$ cat src/design/rfd_pkg.sv
`default_nettype none
package rfd_pkg;

  localparam int HIST_DEPTH   = 32768;
  localparam int MAX_CHANNELS = 8;

  localparam int SAMPLE_W = 24;
  localparam int CH_W     = $clog2(MAX_CHANNELS);
  localparam int POS_W    = $clog2(HIST_DEPTH);
  localparam int FILL_W   = POS_W + 1;
  localparam int ADDR_W   = CH_W + POS_W;
  localparam int DELAY_W  = 31;
  localparam int STEP_W   = 32;
  localparam int RAMP_W   = 11;
  localparam int ACH_W    = 4;
  localparam int FRAC_W   = 16;
  localparam int CFG_W    = 31;
  localparam int CFG_IDX_W = 2;

  // Largest delay in Q15.16
  localparam logic [STEP_W:0] DELAY_LIMIT = (STEP_W+1)'(HIST_DEPTH) << FRAC_W;

  // Register indexes
  localparam logic [CFG_IDX_W-1:0] REG_TARGET = 2'd0;
  localparam logic [CFG_IDX_W-1:0] REG_RAMP   = 2'd1;
  localparam logic [CFG_IDX_W-1:0] REG_CHANS  = 2'd2;

  // Request to the step divider
  typedef struct packed {
    logic                     start;
    logic signed [STEP_W:0]   dividend;
    logic [RAMP_W-1:0]        divisor;
  } div_req_t;

endpackage
`default_nettype wire

$ cat src/design/rfd_div.sv
`default_nettype none
module rfd_div (
  input  wire                          clk,
  input  wire                          rst_n,
  input  rfd_pkg::div_req_t            req,
  output logic                         done,
  output logic signed [rfd_pkg::STEP_W-1:0] quot
);
  import rfd_pkg::*;

  localparam int CNT_W = $clog2(STEP_W + 1);

  logic                 busy_r;
  logic                 done_r;
  logic [CNT_W-1:0]     cnt_r;
  logic [RAMP_W-1:0]    rem_r;
  logic [STEP_W-1:0]    q_r;
  logic [RAMP_W-1:0]    dsr_r;
  logic                 neg_r;
  logic [RAMP_W:0]      trial;
  logic                 qbit;
  logic [STEP_W:0]      mag;

  // Magnitude of the dividend, sign kept aside
  assign mag = req.dividend[STEP_W] ? (STEP_W+1)'(0) - req.dividend : req.dividend;

  // One restoring step: shift in the next dividend bit and try the divisor
  assign trial = {rem_r, q_r[STEP_W-1]};
  assign qbit  = trial >= {1'b0, dsr_r};

  always_ff @(posedge clk) begin
    if (!rst_n) begin
      busy_r <= 1'b0;
      done_r <= 1'b0;
      cnt_r  <= '0;
    end else begin
      done_r <= 1'b0;
      if (req.start) begin
        busy_r <= 1'b1;
        cnt_r  <= CNT_W'(STEP_W);
        rem_r  <= '0;
        q_r    <= mag[STEP_W-1:0];
        dsr_r  <= req.divisor;
        neg_r  <= req.dividend[STEP_W];
      end else if (busy_r) begin
        rem_r <= qbit ? RAMP_W'(trial - {1'b0, dsr_r}) : trial[RAMP_W-1:0];
        q_r   <= {q_r[STEP_W-2:0], qbit};
        cnt_r <= cnt_r - 1'b1;
        if (cnt_r == CNT_W'(1)) begin
          busy_r <= 1'b0;
          done_r <= 1'b1;
        end
      end
    end
  end

  // Restore the sign: truncation toward zero
  assign done = done_r;
  assign quot = neg_r ? $signed(STEP_W'(0) - q_r) : $signed(q_r);

endmodule
`default_nettype wire
$ cat config.mk
export PLATFORM = sky130hd
export DESIGN_NAME = rfd_div
export DESIGN_NICKNAME = d
export VERILOG_FILES = /design/src/design/rfd_pkg.sv /design/src/design/rfd_div.sv
export SDC_FILE = /design/constraint.sdc
export NUM_CORES = 1
export LEC_CHECK = 0
export BUFFER_PORTS_ARGS = -buffer_cell sky130_fd_sc_hd__buf_2
export CAP_MARGIN = 20
export CORE_ASPECT_RATIO = 2
export CORE_MARGIN = 3
export CORE_UTILIZATION = 52
export DETAILED_ROUTE_END_ITERATION = 10
export GPL_ROUTABILITY_DRIVEN = 0
export PLACE_DENSITY = 0.73
export SLEW_MARGIN = 20
export SYNTH_ARGS = -nofsm -noshare
export SYNTH_HDL_FRONTEND = slang
export SYNTH_SLANG_ARGS = --single-unit
$ cat constraint.sdc
create_clock -name clk -period 2.8 [get_ports clk]
set_input_delay 0.28 -clock clk [delete_from_list [all_inputs] [get_ports clk]]
set_output_delay 0.28 -clock clk [all_outputs]
set_load 0.05 [all_outputs]
* Word-level counts from Yosys, hierarchy flattened
Cells that the tools add are included.
Storage, ports and cells: memory bits (read-only) 0, input bits 47, bits in latches 0, register bits after elaboration 63, bits in writable memories 0, memories kept 0, word-level logic and storage cells 33
Operators by class: muxes and demuxes 12, reductions and logical operators 5, magnitude comparators 1, equality and inequality tests 1, shift operators 0, $mul 0, divide/modulo/power cells 0, bitwise gates (word level) 2, $add $sub $neg 4
Operator list (count):
- 2-to-1 mux 32 bit | 4
- subtractor 1 x 32 -> 32 bit, first input constant | 2
- 2-to-1 mux 11 bit | 2
- >= comparator 12 x 11 -> 1 bit | 1
- 2-to-1 mux 6 bit | 2
- subtractor 11 bit | 1
- == test 6 x 1 -> 1 bit, second input constant | 1
- subtractor 6 x 1 -> 6 bit, second input constant | 1
- 2-to-1 mux 1 bit | 4
- AND reduction 2 bit | 2
- OR reduction 3 bit | 1
- NOT 1 bit | 2
- nonzero test 2 bit | 1
- OR reduction 2 bit | 1

* Logic depth before layout (Yosys ltp)
Gate-level depths: netlist of run 1.
word-level depth 4, mapped depth 9

* Worst setup path after synthesis of run 1
OpenSTA, ideal clock, no wires.
path type register to output, start point register q_r[5], end point output port quot[29] in the netlist's numbering, cell stages (with the launch flop) 6, path slack 174 ps, path buffers 0, arrival time 2346 ps, cell sequence edfxtp_1 -> or4_1 -> nor3_2 -> nand4_1 -> o41ai_1 -> xnor2_1
On the way: cells in the longest elaborated chain, start to end 2
Ends and longest elaborated chain:
- start, declared | RTL line rfd_div.sv:17 | logic [STEP_W-1:0] q_r;
- start signal, assigned | RTL line rfd_div.sv:42 | q_r <= mag[STEP_W-1:0];
- start signal, assigned | RTL line rfd_div.sv:47 | q_r <= {q_r[STEP_W-2:0], qbit};
- subtractor 1 x 32 -> 32 bit | RTL line rfd_div.sv:59 | assign quot = neg_r ? $signed(STEP_W'(0) - q_r) : $signed(q_r);
- 2-to-1 mux 32 bit | RTL line rfd_div.sv:59
- end, declared | RTL line rfd_div.sv:7 | output logic signed [rfd_pkg::STEP_W-1:0] quot
Every way passes these cells.

* Worst setup path after layout of run 1
start point register q_r[3], end point output port quot[17] in the netlist's numbering
The elaborated chain is that of the path after synthesis.

==> flow_summary.yaml, run 1 <==
outcome:
  status: "finished with violations"
  failed_checks: "negative setup slack"
pwr:
  ir_worst_vdd_mv: 0.464
  power_mw: 3.32
  p_per_area_nw_per_um2: 583
  p_leak_nw: 2.20
clocking:
  clock_sinks: 63
  cts_hold_buf: 0
  cts-root-buf: "clkbuf_16"
  cts_made_buffers: 9
  cts_tree: "yes"
  clockBufferDepth: 2
  cts_max_level: 3
  clk_pin_slew_ns: 0.06
  worstSkewPairLatency_ns: 0.34
worst_setup_path:
  worstPathRequired_ns: 2.52
  cp_top_family: "simple AND/OR/NAND/NOR gates"
  r2r-end: "rem_r[6]$_SDFFCE_PP0P_"
  worstReg2RegStart: "q_r[31]$_DFFE_PP_"
  worstPathMaxFanout: 6
  setup.worst_path.end_class: "output port"
  critPathArrivalTime_ns: 2.53
  critPathLaunchType: "register"
  cp_num_buf_inv: 2
  crit_slowest_cell: "or4_4"
  cp_cell_sequence: "or4_4, nor3_4, buf_6, nand3_2, o41ai_4, xnor2_1, buf_4"
  cp_slowest_stage_delay_ns: 0.58
  r2r_slack_ns: 0.13
  worstSetupPathType: "reg -> out"
  rr_worst_depth: 9
global_route:
  gr-usage-met2: 0.504
  track_usage: 0.274
  grt_util_met1: 0.275
  antenna_found_initial: 0
  grt_pass1_vias: 4391
  grt_pass1_wl_mm: 21.3
  grt_use_met3: 0.0494
  grt-ovfl-total: 0
  grt_max_degree: 73
  grt-busiest-layer: "met2"
yosys:
  synth-edff-count: 55
  async_flop_share: 0
  yosysUniqueCellTypes: 54
  ys_seq_elements: 63
  ys_seq_area_frac: 0.398
  syn-num-nets: 545
  synth.avg_cell_area_sq_um: 9.44
  synth_cells: 482
  yosysWarnings: 0
  ys.flop_type: "edfxtp_1"
  netlist_area_sq_um: 4550
timing:
  slew_viol_final: 0
  fin_ws_ns: -0.00572
  setup_viol: 1
  fmax_mhz: 356
  rsz0062_at_grt: "true"
  worst_clock_skew_ns: 0.00462
  worst_pin_slew_ns: 1.14
  relSlewSlack: 0.242
  period_minus_slack_ns: 2.81
  final.period_utilization: 1.00
  hold_viol: 0
finish:
  fin_cells: 684
  n_antenna_cell: 0
  fillers: 692
  final_core_util: 0.677
  final_cell_mix: "buf_2 (62), edfxtp_1 (55), buf_4 (45), nor2_1 (39), a21oi_1 (39)"
  final_common_cell: "buf_2"
  drive_gt1_frac: 0.266
  syn_to_final_growth_pct: 25.2
  fin_area_sq_um: 5690
  layout.nets: 644
drt:
  vias_per_cell: 6.21
  dr.pass1.iters: 5
  ant_nets: 0
  route.detailed.drc: 0
  drt_iter0_drc: 292
  route.final.wire_length_mm: 13.5
  wl_per_cell_microns: 19.7
  vias: 4251
min_path:
  worstHoldPathCells: 1
  hp-class: "in -> reg"
  worst_hold_startpoint: "req[7]"
  whs_endpoint: "dsr_r[7]$_DFFE_PP_"
place:
  placed_cells: 658
  dpl_cell_area_sq_um: 5120
  dpl.hpwl_mm: 9.89
  numPortBuffers: 79
flow_run:
  maxCapViolations: 0
die:
  dieArea_sq_um: 9970
  die_w_microns: 72.1
  num_rows: 47
  fp.dieH_microns: 138
  core_sq_um: 8410
  start_util: 0.541
  io_pins: 80
-- cells by family after synthesis --
| family | count (synthesis) | share of synthesized area |
|---|---|---|
| AND/OR/NAND/NOR | 160 | 0.193 |
| AO/OA/AOI/OAI | 132 | 0.193 |
| flip-flops | 63 | 0.398 |
| XOR/XNOR | 61 | 0.117 |
| buffers and inverters | 46 | 0.0426 |
| adder cells (fa/ha/maj) | 16 | 0.0457 |
| multiplexers | 4 | 0.00908 |
-- cell usage after synthesis, drive strengths merged (17+ instances only) --
cell type  number  area share
nor2           39       0.032
a21oi          39       0.043
xnor2          34       0.065
o31ai          20       0.033
or4            17       0.031
edfxtp         55        0.36
nand2          24       0.020
o21ai          25       0.028
xor2           27       0.052
inv            23       0.019
clkbuf         18       0.015
-- registers in the layout (all words and copies together) (netlist names) --
name    flops
rem_r      11
dsr_r      11
busy_r      1
neg_r       1
cnt_r       6
q_r        32
done        1
-- worst reg2reg max path, cell delays in order, from the launching register on --
cell and delay (ns):
edfxtp_1 0.38, inv_1 0.06, ha_1 0.21, fa_1 0.40, nand2b_1 0.20, a211oi_1 0.26
buf_4 0.19, o41a_1 0.34, o21ai_0 0.14, o32ai_1 0.29
-- worst max path at each step --
stage | start | end | slack, ns | cells after the start
6_report | q_r[3]$_DFFE_PP_ | quot[17] | -0.006 | 7
4_1_cts | q_r[6]$_DFFE_PP_ | quot[29] | -0.03 | 7
3_3_place_gp | req[12] | q_r[31]$_DFFE_PP_ | 0.12 | 6
2_1_floorplan | q_r[5]$_DFFE_PP_ | quot[29] | 0.17 | 5
5_1_grt | q_r[3]$_DFFE_PP_ | quot[25] | -0.09 | 7
3_5_place_dp | req[12] | q_r[31]$_DFFE_PP_ | 0.11 | 6
-- final cells by class --
type	instances	area, sq um	share of cell area
Multi-Input combinational cell	373	2670	0.468
Clock inverter	4	32.5	0.00571
Timing Repair Buffer	111	686	0.120
Tap cell	98	123	0.0215
Inverter	23	86.3	0.0152
Clock buffer	12	289	0.0508
Sequential cell	63	1810	0.318
-- through the flow --
step / hold WS [ns] / TNS, ns / worst slack, ns
2_1_floorplan: 0.379 / 0 / 0.174
3_3_place_gp: 0.457 / 0 / 0.122
3_5_place_dp: 0.458 / 0 / 0.107
4_1_cts: 0.111 / -0.0526 / -0.0296
5_1_grt: 0.111 / -0.589 / -0.0865
6_report: 0.113 / -0.00572 / -0.00572
-- what timing repair did --
| item | CTS | global route |
|---|---|---|
| setup buffers | 2 | 8 |
| gates cloned | 0 | 0 |
| setup endpoints to repair | 18 | 20 |
| resized for setup | 24 | 21 |
| pin swaps | 4 | 8 |
-- metal layers --
| layer | routed length, microns | vias up |
|---|---|---|
| met4 | 690 | 0 |
| met1 | 4430 | 2063 |
| li1 | - | 2012 |
| met3 | 602 | 43 |
| met2 | 7740 | 133 |
| met5 | 0 | - |
-- power breakdown --
part,internal [mW],total [mW],switching (mW)
Combinational,0.341,0.962,0.620
Sequential,1.12,1.18,0.0672
Clock,0.736,1.17,0.436
(Power assumes the default switching activity.)
==> inputs of run 2 (changes only) <==
--- a/config.mk
+++ b/config.mk
@@ -7,7 +7,7 @@
 export LEC_CHECK = 0
 export BUFFER_PORTS_ARGS = -buffer_cell sky130_fd_sc_hd__buf_2
 export CAP_MARGIN = 20
-export CORE_ASPECT_RATIO = 2
+export CORE_ASPECT_RATIO = 1.5
 export CORE_MARGIN = 3
 export CORE_UTILIZATION = 52
 export DETAILED_ROUTE_END_ITERATION = 10
==> flow_summary.yaml, run 2 (same netlist as run 1, synthesis figures left out) <==
outcome:
  status: "finished with violations"
  failed_checks: "negative setup slack"
pwr:
  p_per_area_nw_per_um2: 577
  ir_worst_vdd_mv: 0.420
  power_mw: 3.34
  p_leak_nw: 2.24
place:
  dpl.hpwl_mm: 8.74
  dpl_cell_area_sq_um: 5150
  numPortBuffers: 79
  placed_cells: 667
drt:
  wl_per_cell_microns: 17.7
  dr.pass1.iters: 5
  drt_iter0_drc: 200
  route.final.wire_length_mm: 12.4
  ant_nets: 0
  route.detailed.drc: 0
  vias: 4221
  vias_per_cell: 6.02
finish:
  layout.nets: 652
  multi_input_area_sq_um: 2660
  final_common_cell: "buf_2"
  final_cell_mix: "buf_2 (61), edfxtp_1 (55), buf_4 (55), nor2_1 (39), a21oi_1 (39)"
  drive_gt1_frac: 0.274
  n_antenna_cell: 0
  largest_reg_flops: 32
  top_regs: "q_r x32, dsr_r x11, rem_r x11"
  syn_to_final_growth_pct: 27.2
  fillers: 684
  fin_area_sq_um: 5780
  regMostFlops: "q_r"
  register_area_sq_um: 1810
  fin_cells: 701
  final_core_util: 0.683
timing:
  fin_ws_ns: -0.0468
  final.period_utilization: 1.02
  rsz0062_at_grt: "true"
  fmax_mhz: 351
  relSlewSlack: 0.228
  worst_pin_slew_ns: 1.16
  hold_viol: 0
  period_minus_slack_ns: 2.85
  slew_viol_final: 0
  worst_clock_skew_ns: 0.00609
  setup_viol: 6
die:
  fp.dieH_microns: 121
  num_rows: 41
  die_w_microns: 82.4
  io_pins: 80
  dieArea_sq_um: 9930
  start_util: 0.537
  core_sq_um: 8460
clocking:
  cts_tree: "yes"
  clk_pin_slew_ns: 0.06
  clock_sinks: 63
  cts-root-buf: "clkbuf_16"
  clockBufferDepth: 2
  cts_max_level: 3
  cts_made_buffers: 9
  worstSkewPairLatency_ns: 0.34
worst_setup_path:
  r2r-end: "rem_r[9]$_SDFFCE_PP0P_"
  critPathArrivalTime_ns: 2.57
  worstSetupPathType: "reg -> out"
  critPathLaunchType: "register"
  r2r_slack_ns: 0.26
  cp-startpoint: "q_r[20]$_DFFE_PP_"
  worstReg2RegStart: "q_r[31]$_DFFE_PP_"
  crit_slowest_cell: "or4_4"
  worstPathRequired_ns: 2.52
  worstSetupEndpoint: "quot[25]"
  cp_slowest_stage_delay_ns: 0.58
  cp_top_family: "simple AND/OR/NAND/NOR gates"
  setup.worst_path.end_class: "output port"
  cp_cell_sequence: "or4_4, nor3_4, nand4_1, buf_6, o31ai_1, xnor2_1, buf_4"
  cp_num_cells: 7
  cp_num_buf_inv: 2
  worstPathMaxFanout: 5
  rr_worst_depth: 10
global_route:
  antenna_found_initial: 0
  grt_pass1_wl_mm: 19.1
  grt-ovfl-total: 0
  grt_pass1_vias: 4120
  track_usage: 0.251
  grt_max_degree: 69
flow_run:
  maxCapViolations: 0
min_path:
  hp-class: "in -> reg"
==> run 2: where the power goes <==
| part | switching [mW] | internal [mW] |
|---|---|---|
| Sequential | 0.0690 | 1.11 |
| Combinational | 0.604 | 0.351 |
| Clock | 0.434 | 0.764 |
| Total | 1.11 | 2.23 |
==> run 2: final cells by class <==
cell class                      count  share of cell area
Clock buffer                       12              0.0519
Tap cell                          107              0.0231
Sequential cell                    63               0.313
Inverter                           23              0.0149
Timing Repair Buffer              119               0.131
Multi-Input combinational cell    373               0.461
Clock inverter                      4             0.00541
==> run 2: worst min-delay path by stage <==
stage / cells after the start / end / slack, ns / startpoint
6_report: 1 / dsr_r[6]$_DFFE_PP_ / 0.12 / req[6]
5_1_grt: 1 / dsr_r[6]$_DFFE_PP_ / 0.11 / req[6]
3_3_place_gp: 1 / dsr_r[8]$_DFFE_PP_ / 0.46 / req[8]
2_1_floorplan: 0 / dsr_r[0]$_DFFE_PP_ / 0.38 / req[0]
4_1_cts: 1 / dsr_r[6]$_DFFE_PP_ / 0.11 / req[6]
3_5_place_dp: 1 / dsr_r[9]$_DFFE_PP_ / 0.46 / req[9]
==> run 2: per-stage QoR <==
| stage | setup TNS [ns] | hold slack, ns | setup WS (ns) |
|---|---|---|---|
| after floorplan | 0 | 0.379 | 0.174 |
| after global placement | 0 | 0.456 | 0.160 |
| after detailed placement | 0 | 0.458 | 0.0680 |
| after CTS | -0.223 | 0.108 | -0.0485 |
| after global routing | -0.942 | 0.107 | -0.112 |
| final | -0.118 | 0.117 | -0.0468 |
==> run 2: metal layers <==
layer / GRT usage / routed length [microns]
met1: 0.278 / 4690
met2: 0.440 / 6680
met3: 0.0492 / 515
met4: 0.129 / 541
met5: 0 / 0
==> run 2: repair_timing <==
item	CTS	global route
endpoints found under the setup margin	20	20
endpoints found under the hold margin	0	0
buffers inserted	4	14
hold buffers	0	0
gates resized for setup	26	23
pin swaps	5	10
==> inputs of run 3 (changes only) <==
--- a/config.mk
+++ b/config.mk
@@ -9,10 +9,10 @@
 export CAP_MARGIN = 20
 export CORE_ASPECT_RATIO = 1.5
 export CORE_MARGIN = 3
-export CORE_UTILIZATION = 52
+export CORE_UTILIZATION = 40
 export DETAILED_ROUTE_END_ITERATION = 10
 export GPL_ROUTABILITY_DRIVEN = 0
-export PLACE_DENSITY = 0.73
+export PLACE_DENSITY = 0.64
 export SLEW_MARGIN = 20
 export SYNTH_ARGS = -nofsm -noshare
 export SYNTH_HDL_FRONTEND = slang
==> flow_summary.yaml, run 3 (same netlist as run 1, synthesis figures left out) <==
outcome:
  status: "finished with violations"
  failed_checks: "negative setup slack"
global_route:
  grt-ovfl-total: 0
  grt_pass1_vias: 4139
  grt_pass1_wl_mm: 20.1
  grt_max_degree: 39
  antenna_found_initial: 0
  track_usage: 0.207
timing:
  worst_pin_slew_ns: 1.06
  hold_viol: 0
  rsz0062_at_grt: "true"
  fmax_mhz: 352
  slew_viol_final: 0
  relSlewSlack: 0.291
  worst_clock_skew_ns: 0.00511
  hold_slack_ns: 0.113
  setup_viol: 2
  fin_ws_ns: -0.0411
  final.period_utilization: 1.01
  period_minus_slack_ns: 2.84
pwr:
  ir_worst_vdd_mv: 0.337
  p_per_area_nw_per_um2: 578
  p_leak_nw: 2.18
  power_mw: 3.30
finish:
  syn_to_final_growth_pct: 25.6
  top_regs: "q_r x32, dsr_r x11, rem_r x11"
  final_common_cell: "buf_2"
  regMostFlops: "q_r"
  layout.nets: 642
  drive_gt1_frac: 0.255
  n_antenna_cell: 0
  largest_reg_flops: 32
  final_core_util: 0.517
  fin_area_sq_um: 5710
  final_cell_mix: "buf_2 (62), edfxtp_1 (55), buf_4 (42), nor2_1 (39), a21oi_1 (39)"
clocking:
  cts_hold_buf: 0
  cts-root-buf: "clkbuf_16"
  cts_max_level: 3
  worstSkewPairLatency_ns: 0.34
  cts_made_buffers: 9
  cts_tree: "yes"
  clock_sinks: 63
  clk_pin_slew_ns: 0.06
  clockBufferDepth: 2
worst_setup_path:
  cp_top_family: "simple AND/OR/NAND/NOR gates"
  setup.worst_path.end_class: "output port"
  cpMostUsedCell: "buf_4"
  worstPathMaxFanout: 6
  critPathArrivalTime_ns: 2.56
  worstPathRequired_ns: 2.52
  cp_slowest_stage_delay_ns: 0.58
  cp_num_buf_inv: 2
  cp_cell_sequence: "or4_4, nor3_4, buf_4, nand3_2, o41ai_4, xnor2_1, buf_4"
  worstSetupPathType: "reg -> out"
  crit_slowest_cell: "or4_4"
  critPathLaunchType: "register"
flow_run:
  maxCapViolations: 0
place:
  dp_worst_setup_slack_ns: 0.125
  dpl.hpwl_mm: 9.49
  dpl_cell_area_sq_um: 5200
  numPortBuffers: 79
drt:
  ant_nets: 0
  route.final.wire_length_mm: 12.8
  route.detailed.drc: 0
  drt_iter0_drc: 193
  wl_per_cell_microns: 17.5
  vias: 4132
  vias_per_cell: 5.65
  dr.pass1.iters: 5
die:
  io_pins: 80
  fp.dieH_microns: 137
  core_sq_um: 11100
  start_util: 0.411
  num_rows: 47
  die_w_microns: 93.1
  dieArea_sq_um: 12700
min_path:
  hp-class: "in -> reg"
==> run 3: cell types whose count changed in the layout (fill, tap and decap cells not counted), sizes merged <==
cell / change
clkbuf: +2
inv: +4
clkinv: -3
buf: -13
==> run 3: final cells by class <==
class / count / area, sq um
Fill cell: 1073 / 5350
Sequential cell: 63 / 1810
Inverter: 23 / 86.3
Clock buffer: 11 / 275
Tap cell: 147 / 184
Timing Repair Buffer: 109 / 676
Multi-Input combinational cell: 373 / 2640
Clock inverter: 5 / 41.3
==> run 3: power breakdown <==
group | leakage (nW) | internal (mW) | switching, mW | total (mW)
Combinational | 1.44 | 0.339 | 0.603 | 0.941
Clock | 0.158 | 0.718 | 0.461 | 1.18
Sequential | 0.587 | 1.11 | 0.0649 | 1.18
Total | 2.18 | 2.17 | 1.13 | 3.30
==> run 3: path summary, 6_finish.rpt <==
check / startpoint / to / slack, ns / cells past startpoint
min reg2reg: cnt_r[1]$_SDFFE_PP0P_ / cnt_r[1]$_SDFFE_PP0P_ / 0.50 / 2
min: req[7] / dsr_r[7]$_DFFE_PP_ / 0.11 / 1
max: q_r[6]$_DFFE_PP_ / quot[17] / -0.04 / 7
max reg2reg: dsr_r[0]$_DFFE_PP_ / rem_r[9]$_SDFFCE_PP0P_ / 0.22 / 9
==> run 3: through the flow <==
stage                     instances  TNS [ns]
after CTS                       729   -0.0635
after floorplan                 482         0
after detailed placement        707         0
after global routing            731    -0.884
final                           731   -0.0816
after global placement          707         0
==> run 3: worst register-to-register path, cell delays in order (launching register included) <==
cell	delay, ns
edfxtp_1	0.41
ha_1	0.23
fa_1	0.41
nand2b_1	0.21
a211oi_1	0.21
buf_4	0.18
o41a_1	0.18
buf_4	0.17
nor3_1	0.06
a311oi_1	0.33
==> run 3: metal layers <==
layer | part of all wire | wire length, microns | global-route usage
met5 | 0 | 0 | 0
met4 | 0.027 | 340 | 0.0815
met3 | 0.054 | 688 | 0.0446
met2 | 0.53 | 6810 | 0.382
met1 | 0.39 | 4990 | 0.228
==> run 3: repair_timing <==
| item | in CTS | in global routing |
|---|---|---|
| setup buffers | 6 | 2 |
| gates resized for setup | 25 | 12 |
| setup endpoints to repair | 16 | 18 |
| pin swaps | 6 | 6 |
